[src/hdl/mlcf_pkg.sv]
// Shared constants and types for the makefile line continuation filter.
`timescale 1ns / 1ps

package mlcf_pkg;

	localparam int LINE_BITS_DEF = 20;
	localparam int COL_BITS_DEF = 16;
	localparam int QUEUE_DEPTH = 2;

	localparam logic [7:0] CH_BS = 8'h5C;
	localparam logic [7:0] CH_HASH = 8'h23;
	localparam logic [7:0] CH_NL = 8'h0A;
	localparam logic [7:0] CH_TAB = 8'h09;
	localparam logic [7:0] CH_SP = 8'h20;
	localparam logic [7:0] CH_NUL = 8'h00;

	typedef enum logic [2:0] {
		MODE_NORMAL,
		MODE_HELD_BS,
		MODE_SKIP,
		MODE_COMMENT,
		MODE_COMMENT_BS
	} scan_mode_t;

	// Up to two results per item: an optional flushed record, then an optional main one.
	typedef struct packed {
		logic       a_valid;
		logic [7:0] a_char;
		logic       b_valid;
		logic [7:0] b_char;
		logic       b_end;
	} rec_ctl_t;

endpackage

[src/hdl/mlcf_if.sv]
// Valid/ready channel interfaces for input bytes and result items.
`timescale 1ns / 1ps

interface mlcf_in_if;
	logic       valid;
	logic       ready;
	logic [7:0] byte_in;
	logic       end_of_input;
	logic       command_mode;

	modport source (output valid, byte_in, end_of_input, command_mode, input ready);
	modport sink (input valid, byte_in, end_of_input, command_mode, output ready);
endinterface

interface mlcf_out_if #(
	parameter int LINE_BITS = mlcf_pkg::LINE_BITS_DEF,
	parameter int COL_BITS = mlcf_pkg::COL_BITS_DEF
);
	logic                 valid;
	logic                 ready;
	logic [7:0]           char_out;
	logic                 is_end;
	logic [LINE_BITS-1:0] line_number;
	logic [COL_BITS-1:0]  column_number;
	logic                 last;

	modport source (output valid, char_out, is_end, line_number, column_number, last,
		input ready);
	modport sink (input valid, char_out, is_end, line_number, column_number, last,
		output ready);
endinterface

[src/hdl/mlcf_front.sv]
// Front end: accepts bytes, tracks scan mode, line and column, builds result records.
`timescale 1ns / 1ps

module mlcf_front #(
	parameter int LINE_BITS = mlcf_pkg::LINE_BITS_DEF,
	parameter int COL_BITS = mlcf_pkg::COL_BITS_DEF
) (
	input  logic                  clk,
	input  logic                  arst_n,
	input  logic                  string_source,
	mlcf_in_if.sink               in_ch,
	input  logic                  full,
	output logic                  push,
	output mlcf_pkg::rec_ctl_t    ctl,
	output logic [LINE_BITS-1:0]  a_line,
	output logic [COL_BITS-1:0]   a_col,
	output logic [LINE_BITS-1:0]  b_line,
	output logic [COL_BITS-1:0]   b_col
);

	mlcf_pkg::scan_mode_t mode_q, mode_d;
	logic [LINE_BITS-1:0] line_q, line_d, line_inc;
	logic [COL_BITS-1:0]  col_q, col_d, col_inc;
	logic                 take;
	logic                 accept;
	logic [7:0]           b;
	logic                 cmd;

	assign in_ch.ready = !full;
	assign accept = in_ch.valid && in_ch.ready;
	assign b = in_ch.byte_in;
	assign cmd = in_ch.command_mode;
	assign line_inc = (line_q == '1) ? line_q : line_q + LINE_BITS'(1);
	assign col_inc = (col_q == '1) ? col_q : col_q + COL_BITS'(1);
	assign push = accept && (ctl.a_valid || ctl.b_valid);

	always_ff @(posedge clk or negedge arst_n) begin
		if (!arst_n) begin
			mode_q <= mlcf_pkg::MODE_NORMAL;
			line_q <= LINE_BITS'(1);
			col_q <= '0;
		end else if (accept) begin
			mode_q <= mode_d;
			line_q <= line_d;
			col_q <= col_d;
		end
	end

	always_comb begin
		mode_d = mode_q;
		line_d = line_q;
		col_d = col_q;
		take = 1'b0;
		ctl = '0;
		a_line = line_q;
		a_col = col_q;
		b_line = line_q;
		b_col = col_q;
		if (in_ch.end_of_input) begin
			if (mode_q == mlcf_pkg::MODE_HELD_BS) begin
				ctl.a_valid = 1'b1;
				ctl.a_char = mlcf_pkg::CH_BS;
			end else if (mode_q == mlcf_pkg::MODE_SKIP) begin
				ctl.a_valid = 1'b1;
				ctl.a_char = mlcf_pkg::CH_SP;
			end
			ctl.b_valid = 1'b1;
			ctl.b_end = 1'b1;
			ctl.b_char = mlcf_pkg::CH_NUL;
			if (mode_q == mlcf_pkg::MODE_COMMENT || mode_q == mlcf_pkg::MODE_COMMENT_BS) begin
				b_col = col_q;
			end else begin
				b_col = col_inc;
			end
			mode_d = mlcf_pkg::MODE_NORMAL;
			line_d = LINE_BITS'(1);
			col_d = '0;
		end else begin
			unique case (mode_q) inside
				mlcf_pkg::MODE_HELD_BS: begin
					if (b == mlcf_pkg::CH_NL) begin
						line_d = line_inc;
						col_d = '0;
						mode_d = mlcf_pkg::MODE_SKIP;
					end else begin
						ctl.a_valid = 1'b1;
						ctl.a_char = mlcf_pkg::CH_BS;
						take = 1'b1;
					end
				end
				mlcf_pkg::MODE_SKIP: begin
					if (b == mlcf_pkg::CH_SP || b == mlcf_pkg::CH_TAB) begin
						col_d = col_inc;
					end else begin
						ctl.a_valid = 1'b1;
						ctl.a_char = mlcf_pkg::CH_SP;
						take = 1'b1;
					end
				end
				mlcf_pkg::MODE_COMMENT, mlcf_pkg::MODE_COMMENT_BS: begin
					if (b == mlcf_pkg::CH_NL) begin
						line_d = line_inc;
						col_d = '0;
						if (mode_q == mlcf_pkg::MODE_COMMENT) begin
							mode_d = mlcf_pkg::MODE_NORMAL;
							ctl.b_valid = 1'b1;
							ctl.b_char = mlcf_pkg::CH_NL;
							b_line = line_inc;
							b_col = '0;
						end else begin
							mode_d = mlcf_pkg::MODE_COMMENT;
						end
					end else if (b == mlcf_pkg::CH_BS) begin
						mode_d = mlcf_pkg::MODE_COMMENT_BS;
					end else begin
						mode_d = mlcf_pkg::MODE_COMMENT;
					end
				end
				default: begin
					take = 1'b1;
				end
			endcase
			if (take) begin
				mode_d = mlcf_pkg::MODE_NORMAL;
				col_d = col_inc;
				if (b == mlcf_pkg::CH_NL) begin
					line_d = line_inc;
					col_d = '0;
					ctl.b_valid = 1'b1;
					ctl.b_char = mlcf_pkg::CH_NL;
					b_line = line_inc;
					b_col = '0;
				end else if (b == mlcf_pkg::CH_BS && !cmd) begin
					mode_d = mlcf_pkg::MODE_HELD_BS;
				end else if (b == mlcf_pkg::CH_HASH && !cmd && !string_source) begin
					mode_d = mlcf_pkg::MODE_COMMENT;
				end else begin
					ctl.b_valid = 1'b1;
					ctl.b_char = b;
					b_col = col_inc;
				end
			end
		end
	end

	ap_line_nonzero: assert property (@(posedge clk) disable iff (!arst_n)
		line_q != '0)
		else $error("line counter reached zero");

	ap_end_restarts: assert property (@(posedge clk) disable iff (!arst_n)
		(accept && in_ch.end_of_input) |=>
		(line_q == LINE_BITS'(1) && col_q == '0 && mode_q == mlcf_pkg::MODE_NORMAL))
		else $error("end of input did not restart counters");

	ap_mode_legal: assert property (@(posedge clk) disable iff (!arst_n)
		mode_q <= mlcf_pkg::MODE_COMMENT_BS)
		else $error("scan mode out of range");

endmodule

[src/hdl/mlcf_back.sv]
// Back end: short record queue and serializer; one result per cycle unless stalled.
`timescale 1ns / 1ps

module mlcf_back #(
	parameter int LINE_BITS = mlcf_pkg::LINE_BITS_DEF,
	parameter int COL_BITS = mlcf_pkg::COL_BITS_DEF,
	parameter int DEPTH = mlcf_pkg::QUEUE_DEPTH
) (
	input  logic                 clk,
	input  logic                 arst_n,
	input  logic                 push,
	input  mlcf_pkg::rec_ctl_t   ctl,
	input  logic [LINE_BITS-1:0] a_line,
	input  logic [COL_BITS-1:0]  a_col,
	input  logic [LINE_BITS-1:0] b_line,
	input  logic [COL_BITS-1:0]  b_col,
	output logic                 full,
	mlcf_out_if.source           out_ch
);

	localparam int PTR_BITS = (DEPTH > 1) ? $clog2(DEPTH) : 1;
	localparam int CNT_BITS = $clog2(DEPTH + 1);

	mlcf_pkg::rec_ctl_t   ctl_q [DEPTH];
	logic [LINE_BITS-1:0] a_line_q [DEPTH];
	logic [COL_BITS-1:0]  a_col_q [DEPTH];
	logic [LINE_BITS-1:0] b_line_q [DEPTH];
	logic [COL_BITS-1:0]  b_col_q [DEPTH];

	logic [PTR_BITS-1:0] wr_ptr_q, rd_ptr_q;
	logic [CNT_BITS-1:0] count_q;
	logic                phase_q;
	logic                show_a;
	logic                pop;
	logic                handshake;
	mlcf_pkg::rec_ctl_t  head;

	assign full = (count_q == CNT_BITS'(DEPTH));
	assign head = ctl_q[rd_ptr_q];
	assign show_a = !phase_q && head.a_valid;
	assign handshake = out_ch.valid && out_ch.ready;
	assign pop = handshake && !(show_a && head.b_valid);

	assign out_ch.valid = (count_q != '0);
	assign out_ch.char_out = show_a ? head.a_char : head.b_char;
	assign out_ch.is_end = show_a ? 1'b0 : head.b_end;
	assign out_ch.line_number = show_a ? a_line_q[rd_ptr_q] : b_line_q[rd_ptr_q];
	assign out_ch.column_number = show_a ? a_col_q[rd_ptr_q] : b_col_q[rd_ptr_q];
	assign out_ch.last = show_a ? !head.b_valid : 1'b1;

	always_ff @(posedge clk) begin
		if (push) begin
			ctl_q[wr_ptr_q] <= ctl;
			a_line_q[wr_ptr_q] <= a_line;
			a_col_q[wr_ptr_q] <= a_col;
			b_line_q[wr_ptr_q] <= b_line;
			b_col_q[wr_ptr_q] <= b_col;
		end
	end

	always_ff @(posedge clk or negedge arst_n) begin
		if (!arst_n) begin
			wr_ptr_q <= '0;
			rd_ptr_q <= '0;
			count_q <= '0;
			phase_q <= 1'b0;
		end else begin
			if (push) begin
				wr_ptr_q <= (wr_ptr_q == PTR_BITS'(DEPTH - 1)) ? '0 : wr_ptr_q + PTR_BITS'(1);
			end
			if (pop) begin
				rd_ptr_q <= (rd_ptr_q == PTR_BITS'(DEPTH - 1)) ? '0 : rd_ptr_q + PTR_BITS'(1);
				phase_q <= 1'b0;
			end else if (handshake) begin
				phase_q <= 1'b1;
			end
			if (push && !pop) begin
				count_q <= count_q + CNT_BITS'(1);
			end else if (pop && !push) begin
				count_q <= count_q - CNT_BITS'(1);
			end
		end
	end

	ap_no_overflow: assert property (@(posedge clk) disable iff (!arst_n)
		push |-> !full)
		else $error("record pushed into full queue");

	ap_phase_has_second: assert property (@(posedge clk) disable iff (!arst_n)
		phase_q |-> (count_q != '0) && head.a_valid && head.b_valid)
		else $error("second result pending without a two-result record");

	ap_last_pops: assert property (@(posedge clk) disable iff (!arst_n)
		(handshake && out_ch.last) |=> !phase_q)
		else $error("serializer phase not cleared after last result");

endmodule

[src/hdl/makefile_line_continuation_filter.sv]
// Top level of the makefile line continuation filter.
`timescale 1ns / 1ps

// Usage:
// in_ch carries one raw byte per item with end_of_input and command_mode;
// out_ch carries result items (char_out, is_end, line_number, column_number,
// last). One input item yields zero, one or two result items; last marks the
// final result of an item.
// cfg_we/cfg_data write string_source; write it only while the block is idle.
// A result enters the record queue when its item is taken; out_ch shows the
// queue head. One item per cycle is taken while each item yields at most one
// result and out_ch is ready; an item that flushes a held backslash or space
// delivers its two results one after the other. The rate is set by the front
// end mode and counter update and the back end one-result-per-cycle serializer.
// A two-entry record queue separates the two; in_ch.ready depends only on
// its fill level, so a stall on out_ch backs up into in_ch after two records.
// Reset: mode normal, line 1, column 0, string_source 0, queue empty.
module makefile_line_continuation_filter #(
	parameter int LINE_BITS = mlcf_pkg::LINE_BITS_DEF,
	parameter int COL_BITS = mlcf_pkg::COL_BITS_DEF
) (
	input  logic       clk,
	input  logic       arst_n,
	input  logic       cfg_we,
	input  logic       cfg_data,
	mlcf_in_if.sink    in_ch,
	mlcf_out_if.source out_ch
);

	logic                 string_source_q;
	logic                 push;
	logic                 full;
	mlcf_pkg::rec_ctl_t   ctl;
	logic [LINE_BITS-1:0] a_line, b_line;
	logic [COL_BITS-1:0]  a_col, b_col;

	always_ff @(posedge clk or negedge arst_n) begin
		if (!arst_n) begin
			string_source_q <= 1'b0;
		end else if (cfg_we) begin
			string_source_q <= cfg_data;
		end
	end

	mlcf_front #(
		.LINE_BITS(LINE_BITS),
		.COL_BITS(COL_BITS)
	) u_front (
		.clk(clk),
		.arst_n(arst_n),
		.string_source(string_source_q),
		.in_ch(in_ch),
		.full(full),
		.push(push),
		.ctl(ctl),
		.a_line(a_line),
		.a_col(a_col),
		.b_line(b_line),
		.b_col(b_col)
	);

	mlcf_back #(
		.LINE_BITS(LINE_BITS),
		.COL_BITS(COL_BITS),
		.DEPTH(mlcf_pkg::QUEUE_DEPTH)
	) u_back (
		.clk(clk),
		.arst_n(arst_n),
		.push(push),
		.ctl(ctl),
		.a_line(a_line),
		.a_col(a_col),
		.b_line(b_line),
		.b_col(b_col),
		.full(full),
		.out_ch(out_ch)
	);

endmodule
[src/flat_wrapper.sv]
// flat-port wrapper written by rule: the top's interface ports become plain ports
module makefile_line_continuation_filter_flat 
#(
	parameter int LINE_BITS = mlcf_pkg::LINE_BITS_DEF,
	parameter int COL_BITS = mlcf_pkg::COL_BITS_DEF
)
  (clk, arst_n, cfg_we, cfg_data, in_ch_valid, in_ch_byte_in, in_ch_end_of_input, in_ch_command_mode, in_ch_ready, out_ch_valid, out_ch_char_out, out_ch_is_end, out_ch_line_number, out_ch_column_number, out_ch_last, out_ch_ready);
  mlcf_in_if in_ch_i ();
  mlcf_out_if #(.LINE_BITS(LINE_BITS), .COL_BITS(COL_BITS)) out_ch_i ();
  input  logic clk;
  input  logic arst_n;
  input  logic cfg_we;
  input  logic cfg_data;
  input wire logic [$bits(in_ch_i.valid)-1:0] in_ch_valid;
  input wire logic [$bits(in_ch_i.byte_in)-1:0] in_ch_byte_in;
  input wire logic [$bits(in_ch_i.end_of_input)-1:0] in_ch_end_of_input;
  input wire logic [$bits(in_ch_i.command_mode)-1:0] in_ch_command_mode;
  output wire logic [$bits(in_ch_i.ready)-1:0] in_ch_ready;
  output wire logic [$bits(out_ch_i.valid)-1:0] out_ch_valid;
  output wire logic [$bits(out_ch_i.char_out)-1:0] out_ch_char_out;
  output wire logic [$bits(out_ch_i.is_end)-1:0] out_ch_is_end;
  output wire logic [$bits(out_ch_i.line_number)-1:0] out_ch_line_number;
  output wire logic [$bits(out_ch_i.column_number)-1:0] out_ch_column_number;
  output wire logic [$bits(out_ch_i.last)-1:0] out_ch_last;
  input wire logic [$bits(out_ch_i.ready)-1:0] out_ch_ready;
  assign in_ch_i.valid = in_ch_valid;
  assign in_ch_i.byte_in = in_ch_byte_in;
  assign in_ch_i.end_of_input = in_ch_end_of_input;
  assign in_ch_i.command_mode = in_ch_command_mode;
  assign in_ch_ready = in_ch_i.ready;
  assign out_ch_valid = out_ch_i.valid;
  assign out_ch_char_out = out_ch_i.char_out;
  assign out_ch_is_end = out_ch_i.is_end;
  assign out_ch_line_number = out_ch_i.line_number;
  assign out_ch_column_number = out_ch_i.column_number;
  assign out_ch_last = out_ch_i.last;
  assign out_ch_i.ready = out_ch_ready;
  makefile_line_continuation_filter #(.LINE_BITS(LINE_BITS), .COL_BITS(COL_BITS)) u_core (.clk(clk), .arst_n(arst_n), .cfg_we(cfg_we), .cfg_data(cfg_data), .in_ch(in_ch_i), .out_ch(out_ch_i));
endmodule
[config.mk]
export PLATFORM = sky130hd
export DESIGN_NAME = makefile_line_continuation_filter_flat
export DESIGN_NICKNAME = d
export VERILOG_FILES = /design/src/hdl/mlcf_pkg.sv /design/src/hdl/mlcf_if.sv /design/src/hdl/mlcf_front.sv /design/src/hdl/mlcf_back.sv /design/src/hdl/makefile_line_continuation_filter.sv /design/src/flat_wrapper.sv
export SDC_FILE = /design/constraint.sdc
export NUM_CORES = 1
export LEC_CHECK = 0
export ABC_AREA = 1
export ABC_CLOCK_PERIOD_IN_PS = 6000
export BUFFER_PORTS_ARGS = -buffer_cell sky130_fd_sc_hd__buf_2
export CELL_PAD_IN_SITES_DETAIL_PLACEMENT = 1
export CELL_PAD_IN_SITES_GLOBAL_PLACEMENT = 2
export CORE_ASPECT_RATIO = 1.2
export CORE_UTILIZATION = 39
export DETAILED_ROUTE_END_ITERATION = 12
export PLACE_DENSITY = 0.8
export SLEW_MARGIN = 20
export SYNTH_ARGS = -nofsm -noshare
export SYNTH_HDL_FRONTEND = slang
export SYNTH_SLANG_ARGS = --single-unit
[constraint.sdc]
create_clock -name clk -period 6 [get_ports clk]
set_input_delay 1.2 -clock clk [delete_from_list [all_inputs] [get_ports clk]]
set_output_delay 1.2 -clock clk [all_outputs]
set_load 0.02 [all_outputs]
Word level (Yosys, flattened, before mapping)
Memory sizes are Yosys's and may differ from the RTL's.
Cells that the tools add are included.
{"block": "classes", "n_addsub": 6, "mux": 69, "eq_ne": 15, "n_reduce_logical": 31}
{"cell": "$mux W20", "count": 13}
{"cell": "$mux W16", "count": 16}
{"cell": "$mux W9", "count": 11}
{"cell": "$pmux W16 S2", "count": 1}
{"cell": "$add A20 B1 Y20 const B", "count": 1}
{"cell": "$eq A20 B20 Y1 const B", "count": 1}
{"cell": "$mux W18", "count": 1}
{"cell": "$pmux W9 S2", "count": 1}
{"cell": "$add A16 B1 Y16 const B", "count": 1}
{"cell": "$eq A16 B16 Y1 const B", "count": 1}
{"cell": "$eq A8 B4 Y1 const B", "count": 2}
{"cell": "$eq A8 B6 Y1 const B", "count": 2}
{"cell": "$mux W3", "count": 5}
{"cell": "$mux W1", "count": 12}
{"cell": "$mux W2", "count": 6}
{"cell": "$logic_and A1 B1 Y1", "count": 11}
{"cell": "$eq A8 B7 Y1 const B", "count": 1}
{"cell": "$logic_not A1 Y1", "count": 8}
{"cell": "$mux W8", "count": 1}
{"cell": "$ne A4 B2 Y1 const B", "count": 2}
{"cell": "$reduce_bool A4 Y1", "count": 2}
{"cell": "$eq A3 B2 Y1 const B", "count": 2}
{"cell": "$pmux W3 S2", "count": 1}
{"cell": "$reduce_bool A2 Y1", "count": 3}
{"cell": "13 further kinds", "count": 16}
{"block": "word_totals", "output_inout_bits": 48, "ram_bits": 182, "ff_bits": 45, "inputBits": 16, "wordCells": 134, "n_memories": 5}
{"name": "u_core.u_back.a_line_q", "depth": 2, "word_bits": 20, "rd": 1, "rd_ports_with_merged_regs": 0, "write_ports": 1, "line": "mlcf_back.sv:25", "rtl": "logic [LINE_BITS-1:0] a_line_q [DEPTH];"}
{"name": "u_core.u_back.b_line_q", "depth": 2, "word_bits": 20, "rd": 1, "rd_ports_with_merged_regs": 0, "write_ports": 1, "line": "mlcf_back.sv:27", "rtl": "logic [LINE_BITS-1:0] b_line_q [DEPTH];"}
{"name": "u_core.u_back.ctl_q", "depth": 2, "word_bits": 19, "rd": 1, "rd_ports_with_merged_regs": 0, "write_ports": 1, "line": "mlcf_back.sv:24", "rtl": "mlcf_pkg::rec_ctl_t ctl_q [DEPTH];"}
{"name": "u_core.u_back.a_col_q", "depth": 2, "word_bits": 16, "rd": 1, "rd_ports_with_merged_regs": 0, "write_ports": 1, "line": "mlcf_back.sv:26", "rtl": "logic [COL_BITS-1:0] a_col_q [DEPTH];"}
{"name": "u_core.u_back.b_col_q", "depth": 2, "word_bits": 16, "rd": 1, "rd_ports_with_merged_regs": 0, "write_ports": 1, "line": "mlcf_back.sv:28", "rtl": "logic [COL_BITS-1:0] b_col_q [DEPTH];"}

Logic depth before layout (Yosys ltp)
Gate-level depths: netlist of the first run.
{"block": "logic_depth", "word_depth": 15, "mapped_depth": 15, "mapped_depth_nobuf": 14}

Cells and area by module
From an unflattened synthesis of the first run, not the netlist that was laid out.
{"block": "hier_totals", "cells_unflattened": 1386, "hier_area_um2": 12076.6}
{"mod": "mlcf_back", "area_each_um2": 7220.7, "cells_per_inst": 513, "seq_area_each_um2": 5590.4, "n_inst": 1}
{"mod": "mlcf_front", "area_each_um2": 4815.9, "cells_per_inst": 868, "seq_area_each_um2": 977.2, "n_inst": 1}
{"mod": "makefile_line_continuation_filter", "area_each_um2": 40.0, "cells_per_inst": 5, "seq_area_each_um2": 25.0, "n_inst": 1}

Least setup slack after synthesis of the first run
Ideal clock, no wire load.
{"block": "synth_timing", "path_type": "input port to flip-flop", "startpoint": "in in_ch_byte_in[5]", "endpoint": "mem u_core.u_back.a_col_q[1][0] (netlist bit) (enable)", "setup_slack_ps": -155, "arrival_ps": 5626, "n_path_buf": 1, "path_stages": 11, "t_required_ps": 5471, "setup_time_ps": 529, "cell_sequence": "inv_2 -> nand2_1 -> nor2_4 -> nand2_1 -> nand3_1 -> nand3_4 -> buf_4 -> nand2_1 -> nand3_2 -> o21bai_2 -> nor2_1"}
{"element": "start, declared", "line": "flat_wrapper.sv:15", "rtl": "input wire logic [$bits(in_ch_i.byte_in)-1:0] in_ch_byte_in;"}
{"element": "end, declared", "line": "mlcf_back.sv:26"}

Worst setup path in the final report of the first run
{"block": "layout_timing", "startpoint": "reg u_core.u_back.rd_ptr_q", "endpoint": "out out_ch_char_out[3]"}
{"block": "layout_between", "elab_chain_cells": 3}
{"element": "start, declared", "line": "mlcf_back.sv:30", "rtl": "logic [PTR_BITS-1:0] wr_ptr_q, rd_ptr_q;"}
{"element": "start signal, assigned", "line": "mlcf_back.sv:72", "rtl": "rd_ptr_q <= (rd_ptr_q == PTR_BITS'(DEPTH - 1)) ? '0 : rd_ptr_q + PTR_BITS'(1);"}
{"element": "$mem_v2 Z2 W19 (*)"}
{"element": "$logic_and A1 B1 Y1", "line": "mlcf_back.sv:40", "rtl": "assign show_a = !phase_q && head.a_valid;"}
{"element": "$mux W8 (*)", "line": "mlcf_back.sv:45", "rtl": "assign out_ch.char_out = show_a ? head.a_char : head.b_char;"}
{"element": "end, declared", "line": "flat_wrapper.sv:20", "rtl": "output wire logic [$bits(out_ch_i.char_out)-1:0] out_ch_char_out;"}
Mark *: on every way between the ends. The rest lies on a longest branch, timed or not.

==> impl_metrics.tcl, run 1 <==
set metrics [dict create \
    finalSetupViolCount 0 \
    final_util_pct 44.9 \
    syn_area_mm2 0.0115 \
    timing.hold.ws_ns 0.481 \
    powerDensity_mw_per_mm2 495 \
    internal-power_mw 3.77 \
    cts-root-buf "clkbuf_16" \
    status "complete, no violations" \
    combinationalPowerShare_pct 41.1 \
    async_flop_share_pct 20.9 \
    worstSetupPathType "reg2out" \
    core_area_mm2 0.0288 \
    layout_setup_ws_ns 1.64 \
    vias 9113 \
    maxCapViolCount 0 \
    ys_top_cells_by_area "edfxtp_1 (44%), nand2_1 (11%), dfrtp_1 (9.6%), nand3_1 (4.3%), o21ai_0 (3.8%)" \
    synth-xor-area-share_pct 1.37 \
    synth_top_family_by_area "simple AND/OR/NAND/NOR gates" \
    hold_viol_final 0 \
    synth-seq-cells 215 \
    slew_headroom_pct 39.5 \
    synth_mux_area_share_pct 3.32 \
    dieArea_mm2 0.0302 \
    antenna_found_initial 0 \
    post_cts_buffers 0 \
    yosys.area_share.adder_pct 0.326 \
    arrival_ns 3.16 \
    pwr-share-clk_pct 23.7 \
    stdcell_count 1710 \
    routedWlPerCell_um 19.1 \
    cts_sinks 215 \
    die_w_um 159 \
    drtIter0Drc 356 \
    fin_tns_setup_ns 0 \
    cp_max_fo 48 \
    avgViaCountPerCell 5.33 \
    slew_violations 0 \
    period_minus_slack_ns 4.36 \
    synthCells 1273 \
    syn_to_final_growth_pct 12.5 \
    synthSimpleGateAreaFrac_pct 24.2 \
    hold_path_class "reg2reg" \
    syn-num-nets 1292 \
    ctsResizeCount 0 \
    tightest_slew_ns 0.907 \
    drive_above_1_share_pct 15.8 \
    mostFrequentLayoutCell "nand2_1" \
    firstDrtPassIters 4 \
    num_rows 68 \
    io-pin-count 64 \
    drt.antenna.violating_nets 0 \
    synth_compound_area_share_pct 10.5 \
    overflow 0 \
    io_buffers 63 \
    grt_max_degree 85 \
    final_nets 1327 \
    clk_path_buf_depth 3 \
    clk_latency_ns 0.53 \
    ctsHoldBuffers 0 \
    clkSlewWorstSetupHoldPaths_ns 0.06 \
    htreeDepth 1 \
    yosysWarnings 0 \
    critPathRequiredTime_ns 4.80 \
    p_sw_mw 2.63 \
    place_hpwl_um 21100 \
    final_cell_area_mm2 0.0129 \
    end_kind "primary output" \
    synth_top_area_share_pct 44.4 \
    leakage_nw 5.35 \
    place_ws_ns 1.59 \
    synth_cell_type_count 44 \
    drc 0 \
    final_cell_mix "nand2_1 (328), edfxtp_1 (170), nand3_1 (98), o21ai_0 (88), nor2_1 (86)" \
    fmax_ghz 0.229 \
    routabilityCongestion 0.804 \
    die_y_um 190 \
    rsz0062_at_grt "no" \
    seq_area_frac_synth_pct 54.2 \
    diodes 0 \
    finalCritPeriodShare_pct 72.7 \
    synth_edf_count 170 \
    n_fill_cell 3328 \
    syn_avg_cell_area_um2 9.03 \
    synthFlopType "edfxtp_1" \
    power.total_mw 6.40 \
    yosysTopAreaCell "edfxtp_1" \
    startpoint_type "flip-flop" \
    swShare_pct 41.0 \
    p_seq_share_pct 35.2 \
    dp_cells 1667 \
    dpl-instance-area_mm2 0.0121 \
    irDropWorstVdd_v 0.000231 \
    cts_tree "built" \
    cts_buffers 24 \
    grt_usage_pct 21.9 \
    start_util_pct 39.9 \
    grt_pass1_vias 9496 \
    r2r_slack_ns 2.44 \
    grt_pass1_wl_um 52000 \
    skew_ns 0.0161 \
    drt-total-wl_um 32700 \
]
-- kinds of logic after synthesis --
group / count (synthesis)
simple gates: 615
flops: 215
compound gates: 213
buf+inv: 171
mux: 38
xor+xnor: 18
fa+ha+maj: 3
-- power groups by stage --
| stage | logic, mW | clock network [mW] | registers (mW) |
|---|---|---|---|
| finish | 2.63 | 1.52 | 2.25 |
| global route | 2.91 | 1.59 | 2.29 |
| CTS | 2.70 | 1.55 | 2.26 |
| detailed placement | 2.68 | 0 | 2.29 |
| global placement | 2.64 | 0 | 2.27 |
| floorplan | 1.90 | 0 | 2.22 |
-- flip-flops by register name (all words and copies together), names as in the netlist, 2 cells and up --
register	cells
u_core.u_front.a_col	16
u_core.u_back.a_line_q	40
u_core.u_front.a_line	20
u_core.u_back.b_line_q	40
u_core.u_front.mode_q	3
u_core.u_back.ctl_q	26
u_core.u_back.b_col_q	32
u_core.u_back.count_q	2
u_core.u_back.a_col_q	32
-- synthesized netlist by cell type, drive strengths merged, types with 2 or more instances --
library cell / count
mux2i: 37
o211ai: 41
nand3: 112
nor3: 12
nand3b: 3
a21oi: 35
nor2: 95
ha: 3
buf: 30
nand4: 19
xnor2: 3
or2: 37
clkbuf: 38
xor2: 15
clkinv: 4
o31ai: 4
dfrtp: 44
o21ai: 128
inv: 99
edfxtp: 170
nand2: 335
o2111ai: 2
-- per-layer routing --
metal  wire, µm  part of all wire [%]  GRT usage [%]  up-vias
li1           -                     -              -     4412
met1      13500                    41           25.6     4534
met2      17400                    53           41.8      126
met3        974                   3.0           2.27       41
met4        718                   2.2           6.61        0
met5          0                     0              0        -
-- critical path: stages (launching register included) --
cell	delay (ns)
dfrtp_4	0.72
inv_1	0.10
buf_4	0.34
o21ai_4	0.22
buf_4	0.41
inv_1	0.24
o31ai_1	0.35
buf_2	0.23
-- final timing paths --
kind                                               start  depth (start not counted)                           to
worst min-delay path            u_core.u_back.count_q[0]                          1     u_core.u_back.count_q[0]
min in group asynchronous                         arst_n                          2       u_core.string_source_q
max in group asynchronous                         arst_n                          2       u_core.u_back.rd_ptr_q
worst max-delay path              u_core.u_back.rd_ptr_q                          7           out_ch_char_out[3]
worst max register to register  u_core.u_front.mode_q[2]                         12  u_core.u_back.a_col_q[0][0]
worst min register to register  u_core.u_back.count_q[0]                          1     u_core.u_back.count_q[0]
-- layout make-up --
class / instances / area [µm²] / share of cell area (%)
Multi-Input combinational cell: 887 / 4590 / 35.4
Sequential cell: 215 / 6240 / 48.2
Timing Repair Buffer: 77 / 433 / 3.35
Tap cell: 385 / 482 / 3.72
Inverter: 103 / 389 / 3.01
Clock inverter: 15 / 198 / 1.53
Clock buffer: 28 / 616 / 4.76
Note: power is estimated with default switching activity, not from simulation.
==> inputs of run 2 (changes only) <==
--- a/config.mk
+++ b/config.mk
@@ -6,14 +6,14 @@
 export NUM_CORES = 1
 export LEC_CHECK = 0
 export ABC_AREA = 1
-export ABC_CLOCK_PERIOD_IN_PS = 6000
+export ABC_CLOCK_PERIOD_IN_PS = 3600
 export BUFFER_PORTS_ARGS = -buffer_cell sky130_fd_sc_hd__buf_2
 export CELL_PAD_IN_SITES_DETAIL_PLACEMENT = 1
 export CELL_PAD_IN_SITES_GLOBAL_PLACEMENT = 2
 export CORE_ASPECT_RATIO = 1.2
-export CORE_UTILIZATION = 39
+export CORE_UTILIZATION = 35
 export DETAILED_ROUTE_END_ITERATION = 12
-export PLACE_DENSITY = 0.8
+export PLACE_DENSITY = 0.76
 export SLEW_MARGIN = 20
 export SYNTH_ARGS = -nofsm -noshare
 export SYNTH_HDL_FRONTEND = slang
==> constraint.sdc (replaced) <==
create_clock -name clk -period 3.6 [get_ports clk]
set_input_delay 0.72 -clock clk [delete_from_list [all_inputs] [get_ports clk]]
set_output_delay 0.72 -clock clk [all_outputs]
set_load 0.02 [all_outputs]
==> impl_metrics.tcl, run 2 (synthesized netlist as in run 1, its figures left out) <==
set metrics [dict create \
    status "complete, no violations" \
    routedWlPerCell_um 19.2 \
    rsz0062_at_grt "no" \
    finalCritPeriodShare_pct 91.4 \
    r2r-start "u_core.u_front.mode_q[0]" \
    swShare_pct 40.8 \
    hold_path_class "in2async" \
    place_hpwl_um 21800 \
    ctsResizeCount 0 \
    startpoint_type "flip-flop" \
    num_rows 72 \
    drt.antenna.violating_nets 0 \
    avgViaCountPerCell 5.24 \
    r2r_slack_ns 0.68 \
    final_util_pct 40.7 \
    cts-root-buf "clkbuf_16" \
    cp_slowest_cell "o21ai_4" \
    internal-power_mw 6.51 \
    io-pin-count 64 \
    start_util_pct 35.7 \
    maxCapViolCount 0 \
    clkSlewWorstSetupHoldPaths_ns 0.06 \
    die_y_um 201 \
    pwr-share-clk_pct 24.2 \
    skew_ns 0.0133 \
    grt_usage_pct 20.1 \
    critPathRequiredTime_ns 2.88 \
    grt_pass1_wl_um 53200 \
    powerDensity_mw_per_mm2 839 \
    drc 0 \
    drive_above_1_share_pct 16.7 \
    combinationalPowerShare_pct 42.3 \
    tightest_slew_ns 0.936 \
    diodes 0 \
    core_area_mm2 0.0323 \
    htreeDepth 1 \
    dp_cells 1701 \
    reg2regPathDepth 10 \
    n_fill_cell 3718 \
    antenna_found_initial 0 \
    mostFrequentLayoutCell "nand2_1" \
    drtIter0Drc 434 \
    syn_to_final_growth_pct 14.1 \
    p_sw_mw 4.49 \
    worst_path_largest_cell_delay_ns 0.50 \
    fmax_ghz 0.304 \
    period_minus_slack_ns 3.29 \
    final_nets 1339 \
    post_cts_buffers 0 \
    clk_latency_ns 0.53 \
    firstDrtPassIters 5 \
    slew_violations 0 \
    slew_headroom_pct 37.6 \
    irDropWorstVdd_v 0.000422 \
    routabilityCongestion 0.785 \
    grt_max_degree 86 \
    power.total_mw 11.0 \
    seqCellArea_mm2 0.00624 \
    drt-total-wl_um 33400 \
    timing.hold.ws_ns 0.326 \
    clk_path_buf_depth 3 \
    die_w_um 167 \
    worstSetupPathType "reg2out" \
    stdcell_count 1744 \
    final_cell_mix "nand2_1 (328), edfxtp_1 (170), nand3_1 (98), o21ai_0 (88), nor2_1 (86)" \
    cts_buffers 24 \
    finalSetupViolCount 0 \
    dieArea_mm2 0.0336 \
    p_seq_share_pct 33.6 \
    path_cells "inv_1 > o21ai_4 > buf_4 > o211ai_1 > o21ai_0 > buf_2" \
    ctsHoldBuffers 0 \
    grt_pass1_vias 9580 \
    overflow 0 \
    io_buffers 63 \
    end_kind "primary output" \
    multi_input_comb_area_mm2 0.00459 \
    arrival_ns 2.57 \
    cp_max_fo 36 \
    leakage_nw 5.44 \
    fin_tns_setup_ns 0 \
    cts_tree "built" \
    r2r-end "u_core.u_back.a_line_q[1][10]" \
    cts_sinks 215 \
    hold_viol_final 0 \
    top_regs "u_core.u_back.a_line_q x40, u_core.u_back.b_line_q x40" \
    vias 9136 \
]
## run 2: worst max-delay path, delay by kind of cell, from the launching register on
kind,cells,cell delay (ns)
buffers and inverters,3,0.76
AOI/OAI and AO/OA,3,0.78
DFF,1,0.49
## run 2: metrics by stage
stage / setup WS [ns] / instance area (µm²)
5_1_grt: 0.0890 / 13100
3_3_place_gp: 0.399 / 12300
4_1_cts: 0.192 / 13100
6_report: 0.310 / 13100
2_1_floorplan: 0.0931 / 11500
3_5_place_dp: 0.297 / 12300
## run 2: area by class of cell
cell class / count / share of cell area (%)
repair buffers: 89 / 4.18
flip-flops and latches: 215 / 47.5
clock buffers: 35 / 5.36
inverters: 103 / 2.98
well taps: 407 / 3.88
clock inverters: 8 / 1.13
multi-input cells: 887 / 34.9
## run 2: power by group through the flow
| stage | Combinational, mW | Clock (mW) | Sequential, mW |
|---|---|---|---|
| after detailed placement | 4.73 | 0 | 3.75 |
| after CTS | 4.75 | 2.72 | 3.70 |
| after floorplan | 3.17 | 0 | 3.68 |
| final | 4.65 | 2.66 | 3.69 |
| after global routing | 5.10 | 2.80 | 3.75 |
| after global placement | 4.67 | 0 | 3.72 |
## run 2: layer usage
layer,GRT usage (%),part of all wire (%)
met5,0,0
met3,2.23,2.9
met1,24.2,42
met4,5.05,1.9
met2,37.8,53
## run 2: worst max-delay path by stage
stage / startpoint / end / slack, ns / cells past startpoint
floorplan: in_ch_byte_in[7] / u_core.u_back.a_col_q[0][0] / 0.09 / 11
global placement: in_ch_byte_in[0] / u_core.u_back.a_line_q[1][12] / 0.40 / 12
detailed placement: in_ch_byte_in[0] / u_core.u_back.b_line_q[1][12] / 0.30 / 12
CTS: u_core.u_back.rd_ptr_q / out_ch_line_number[1] / 0.19 / 6
global route: u_core.u_back.rd_ptr_q / out_ch_line_number[1] / 0.09 / 6
finish: u_core.u_back.rd_ptr_q / out_ch_line_number[1] / 0.31 / 6
==> inputs of run 3 (changes only) <==
--- a/config.mk
+++ b/config.mk
@@ -5,15 +5,16 @@
 export SDC_FILE = /design/constraint.sdc
 export NUM_CORES = 1
 export LEC_CHECK = 0
-export ABC_AREA = 1
+export ABC_AREA = 0
 export ABC_CLOCK_PERIOD_IN_PS = 3600
 export BUFFER_PORTS_ARGS = -buffer_cell sky130_fd_sc_hd__buf_2
 export CELL_PAD_IN_SITES_DETAIL_PLACEMENT = 1
 export CELL_PAD_IN_SITES_GLOBAL_PLACEMENT = 2
 export CORE_ASPECT_RATIO = 1.2
-export CORE_UTILIZATION = 35
+export CORE_UTILIZATION = 39
 export DETAILED_ROUTE_END_ITERATION = 12
-export PLACE_DENSITY = 0.76
+export PLACE_DENSITY = 0.77
+export SKIP_LAST_GASP = 1
 export SLEW_MARGIN = 20
 export SYNTH_ARGS = -nofsm -noshare
 export SYNTH_HDL_FRONTEND = slang
==> impl_metrics.tcl, run 3 <==
set metrics [dict create \
    routabilityCongestion 0.822 \
    syn_to_final_growth_pct 15.4 \
    ctsHoldBuffers 0 \
    grt_pass1_wl_um 44400 \
    cp_slowest_cell "dfrtp_4" \
    final_cell_mix "edfxtp_1 (170), buf_2 (63), nand2_1 (62), nor2_1 (50), a21oi_1 (49)" \
    post_cts_buffers 0 \
    avgViaCountPerCell 5.79 \
    clk_path_buf_depth 3 \
    core_area_mm2 0.0264 \
    antenna_found_initial 0 \
    die_w_um 152 \
    stdcell_count 1227 \
    cts_buffers 23 \
    finalCritPeriodShare_pct 85.4 \
    yosysWarnings 0 \
    synth_edf_count 170 \
    drc 0 \
    maxCapViolCount 0 \
    slew_headroom_pct 47.9 \
    worst_path_largest_cell_delay_ns 0.62 \
    status "complete, no violations" \
    routedWlPerCell_um 22.9 \
    startpoint_type "flip-flop" \
    p_sw_mw 2.87 \
    mostFrequentLayoutCell "edfxtp_1" \
    drt.antenna.violating_nets 0 \
    swShare_pct 32.7 \
    grt_usage_pct 21.3 \
    hold_viol_final 0 \
    combinationalPowerShare_pct 30.7 \
    finalSetupViolCount 0 \
    cts-root-buf "clkbuf_16" \
    firstDrtPassIters 4 \
    ys_top_cells_by_area "edfxtp_1 (49%), dfrtp_1 (11%), mux4_2 (8.8%), a21oi_1 (2.3%), nand2_1 (2.2%)" \
    drt-total-wl_um 28100 \
    fin_tns_setup_ns 0 \
    io_buffers 63 \
    skew_ns 0.0103 \
    tightest_slew_ns 0.776 \
    cp_max_fo 45 \
    worst-path-buf-inv 2 \
    synth_cell_type_count 83 \
    syn_area_mm2 0.0105 \
    yosysTopAreaCell "edfxtp_1" \
    path_cells "mux2i_1 > nor2_4 > buf_12 > mux4_2 > buf_2" \
    synth-seq-cells 215 \
    ctsResizeCount 0 \
    start_util_pct 39.7 \
    hold_path_class "in2async" \
    irDropWorstVdd_v 0.000522 \
    clkSlewWorstSetupHoldPaths_ns 0.06 \
    dieArea_mm2 0.0275 \
    period_minus_slack_ns 3.08 \
    cts_sinks 215 \
    grt_pass1_vias 7583 \
    final_nets 894 \
    syn_avg_cell_area_um2 12.8 \
    synthFlopType "edfxtp_1" \
    rsz0062_at_grt "no" \
    timing.hold.ws_ns 0.0749 \
    p_seq_share_pct 41.1 \
    seq_area_frac_synth_pct 59.5 \
    end_kind "primary output" \
    cts_tree "built" \
    yosysMostFrequentCell "edfxtp_1" \
    syn-num-nets 837 \
    num_rows 65 \
    io-pin-count 64 \
    final_util_pct 45.8 \
    leakage_nw 4.28 \
    dp_cells 1185 \
    worstSetupPathType "reg2out" \
    slew_violations 0 \
    overflow 0 \
    powerDensity_mw_per_mm2 726 \
    internal-power_mw 5.90 \
    critPathRequiredTime_ns 2.88 \
    arrival_ns 2.36 \
    clk_latency_ns 0.52 \
    cp_top_family "flip-flops" \
    grt_max_degree 63 \
    htreeDepth 1 \
    pwr-share-clk_pct 28.2 \
    synth_top_area_share_pct 48.8 \
    async_flop_share_pct 20.9 \
    top_regs "u_core.u_back.a_line_q x40, u_core.u_back.b_line_q x40" \
    fmax_ghz 0.325 \
    place_hpwl_um 18900 \
    diodes 0 \
    drive_above_1_share_pct 22.9 \
    die_y_um 181 \
    vias 7106 \
    drtIter0Drc 356 \
    synthCells 818 \
    ys_top_cells_by_count "edfxtp_1 (170), nand2_1 (62), nor2_1 (53)" \
]
[run 3: area by class of cell]
class | instances | area, µm²
clock inverters | 13 | 164
multi-input cells | 535 | 4010
fillers | 2759 | 14300
well taps | 335 | 419
clock buffers | 29 | 638
repair buffers | 93 | 591
flip-flops and latches | 215 | 6240
inverters | 7 | 26.3
[run 3: logic make-up after synthesis]
logic type / count (synthesis) / synth area share [%]
AND/OR/NAND/NOR: 275 / 13.7
flip-flops: 215 / 59.5
AO/OA/AOI/OAI: 171 / 11.1
buffers and inverters: 68 / 2.58
multiplexers: 54 / 10.1
XOR/XNOR: 32 / 2.68
adder cells (fa/ha/maj): 3 / 0.359
[run 3: path summary, 6_finish.rpt]
check,start,end,slack (ns),cells past startpoint
worst min-delay path,arst_n,u_core.u_front.a_col[10],0.07,1
min in group clk,cfg_data,u_core.string_source_q,0.44,2
worst max-delay path,u_core.u_back.rd_ptr_q,out_ch_line_number[1],0.52,5
worst max register to register,u_core.u_front.a_line[0],u_core.u_back.b_line_q[1][1],0.59,9
max in group asynchronous,arst_n,u_core.u_front.a_line[12],2.62,2
worst min register to register,u_core.u_back.count_q[1],u_core.u_back.count_q[1],0.50,1
[run 3: layer usage]
metal / vias to the layer above / track usage, % / wire (µm)
met5: - / 0 / 0
met4: 0 / 6.61 / 741
met3: 42 / 2.29 / 796
met2: 136 / 39.0 / 15200
met1: 3608 / 25.7 / 11400
li1: 3320 / - / -
[run 3: power by group through the flow]
stage,Clock [mW],Combinational (mW),Sequential (mW)
after floorplan,0,1.91,3.52
final,2.47,2.69,3.61
after detailed placement,0,2.75,3.67
after global routing,2.61,2.92,3.67
after global placement,0,2.74,3.62
after CTS,2.54,2.77,3.62
[run 3: stage by stage]
stage	cell area, µm²	power, mW	setup WS [ns]
after detailed placement	11300	6.42	0.384
after global placement	11300	6.36	0.442
after floorplan	10500	5.43	0.00494
after CTS	12100	8.93	0.453
final	12100	8.77	0.524
after global routing	12100	9.20	0.398
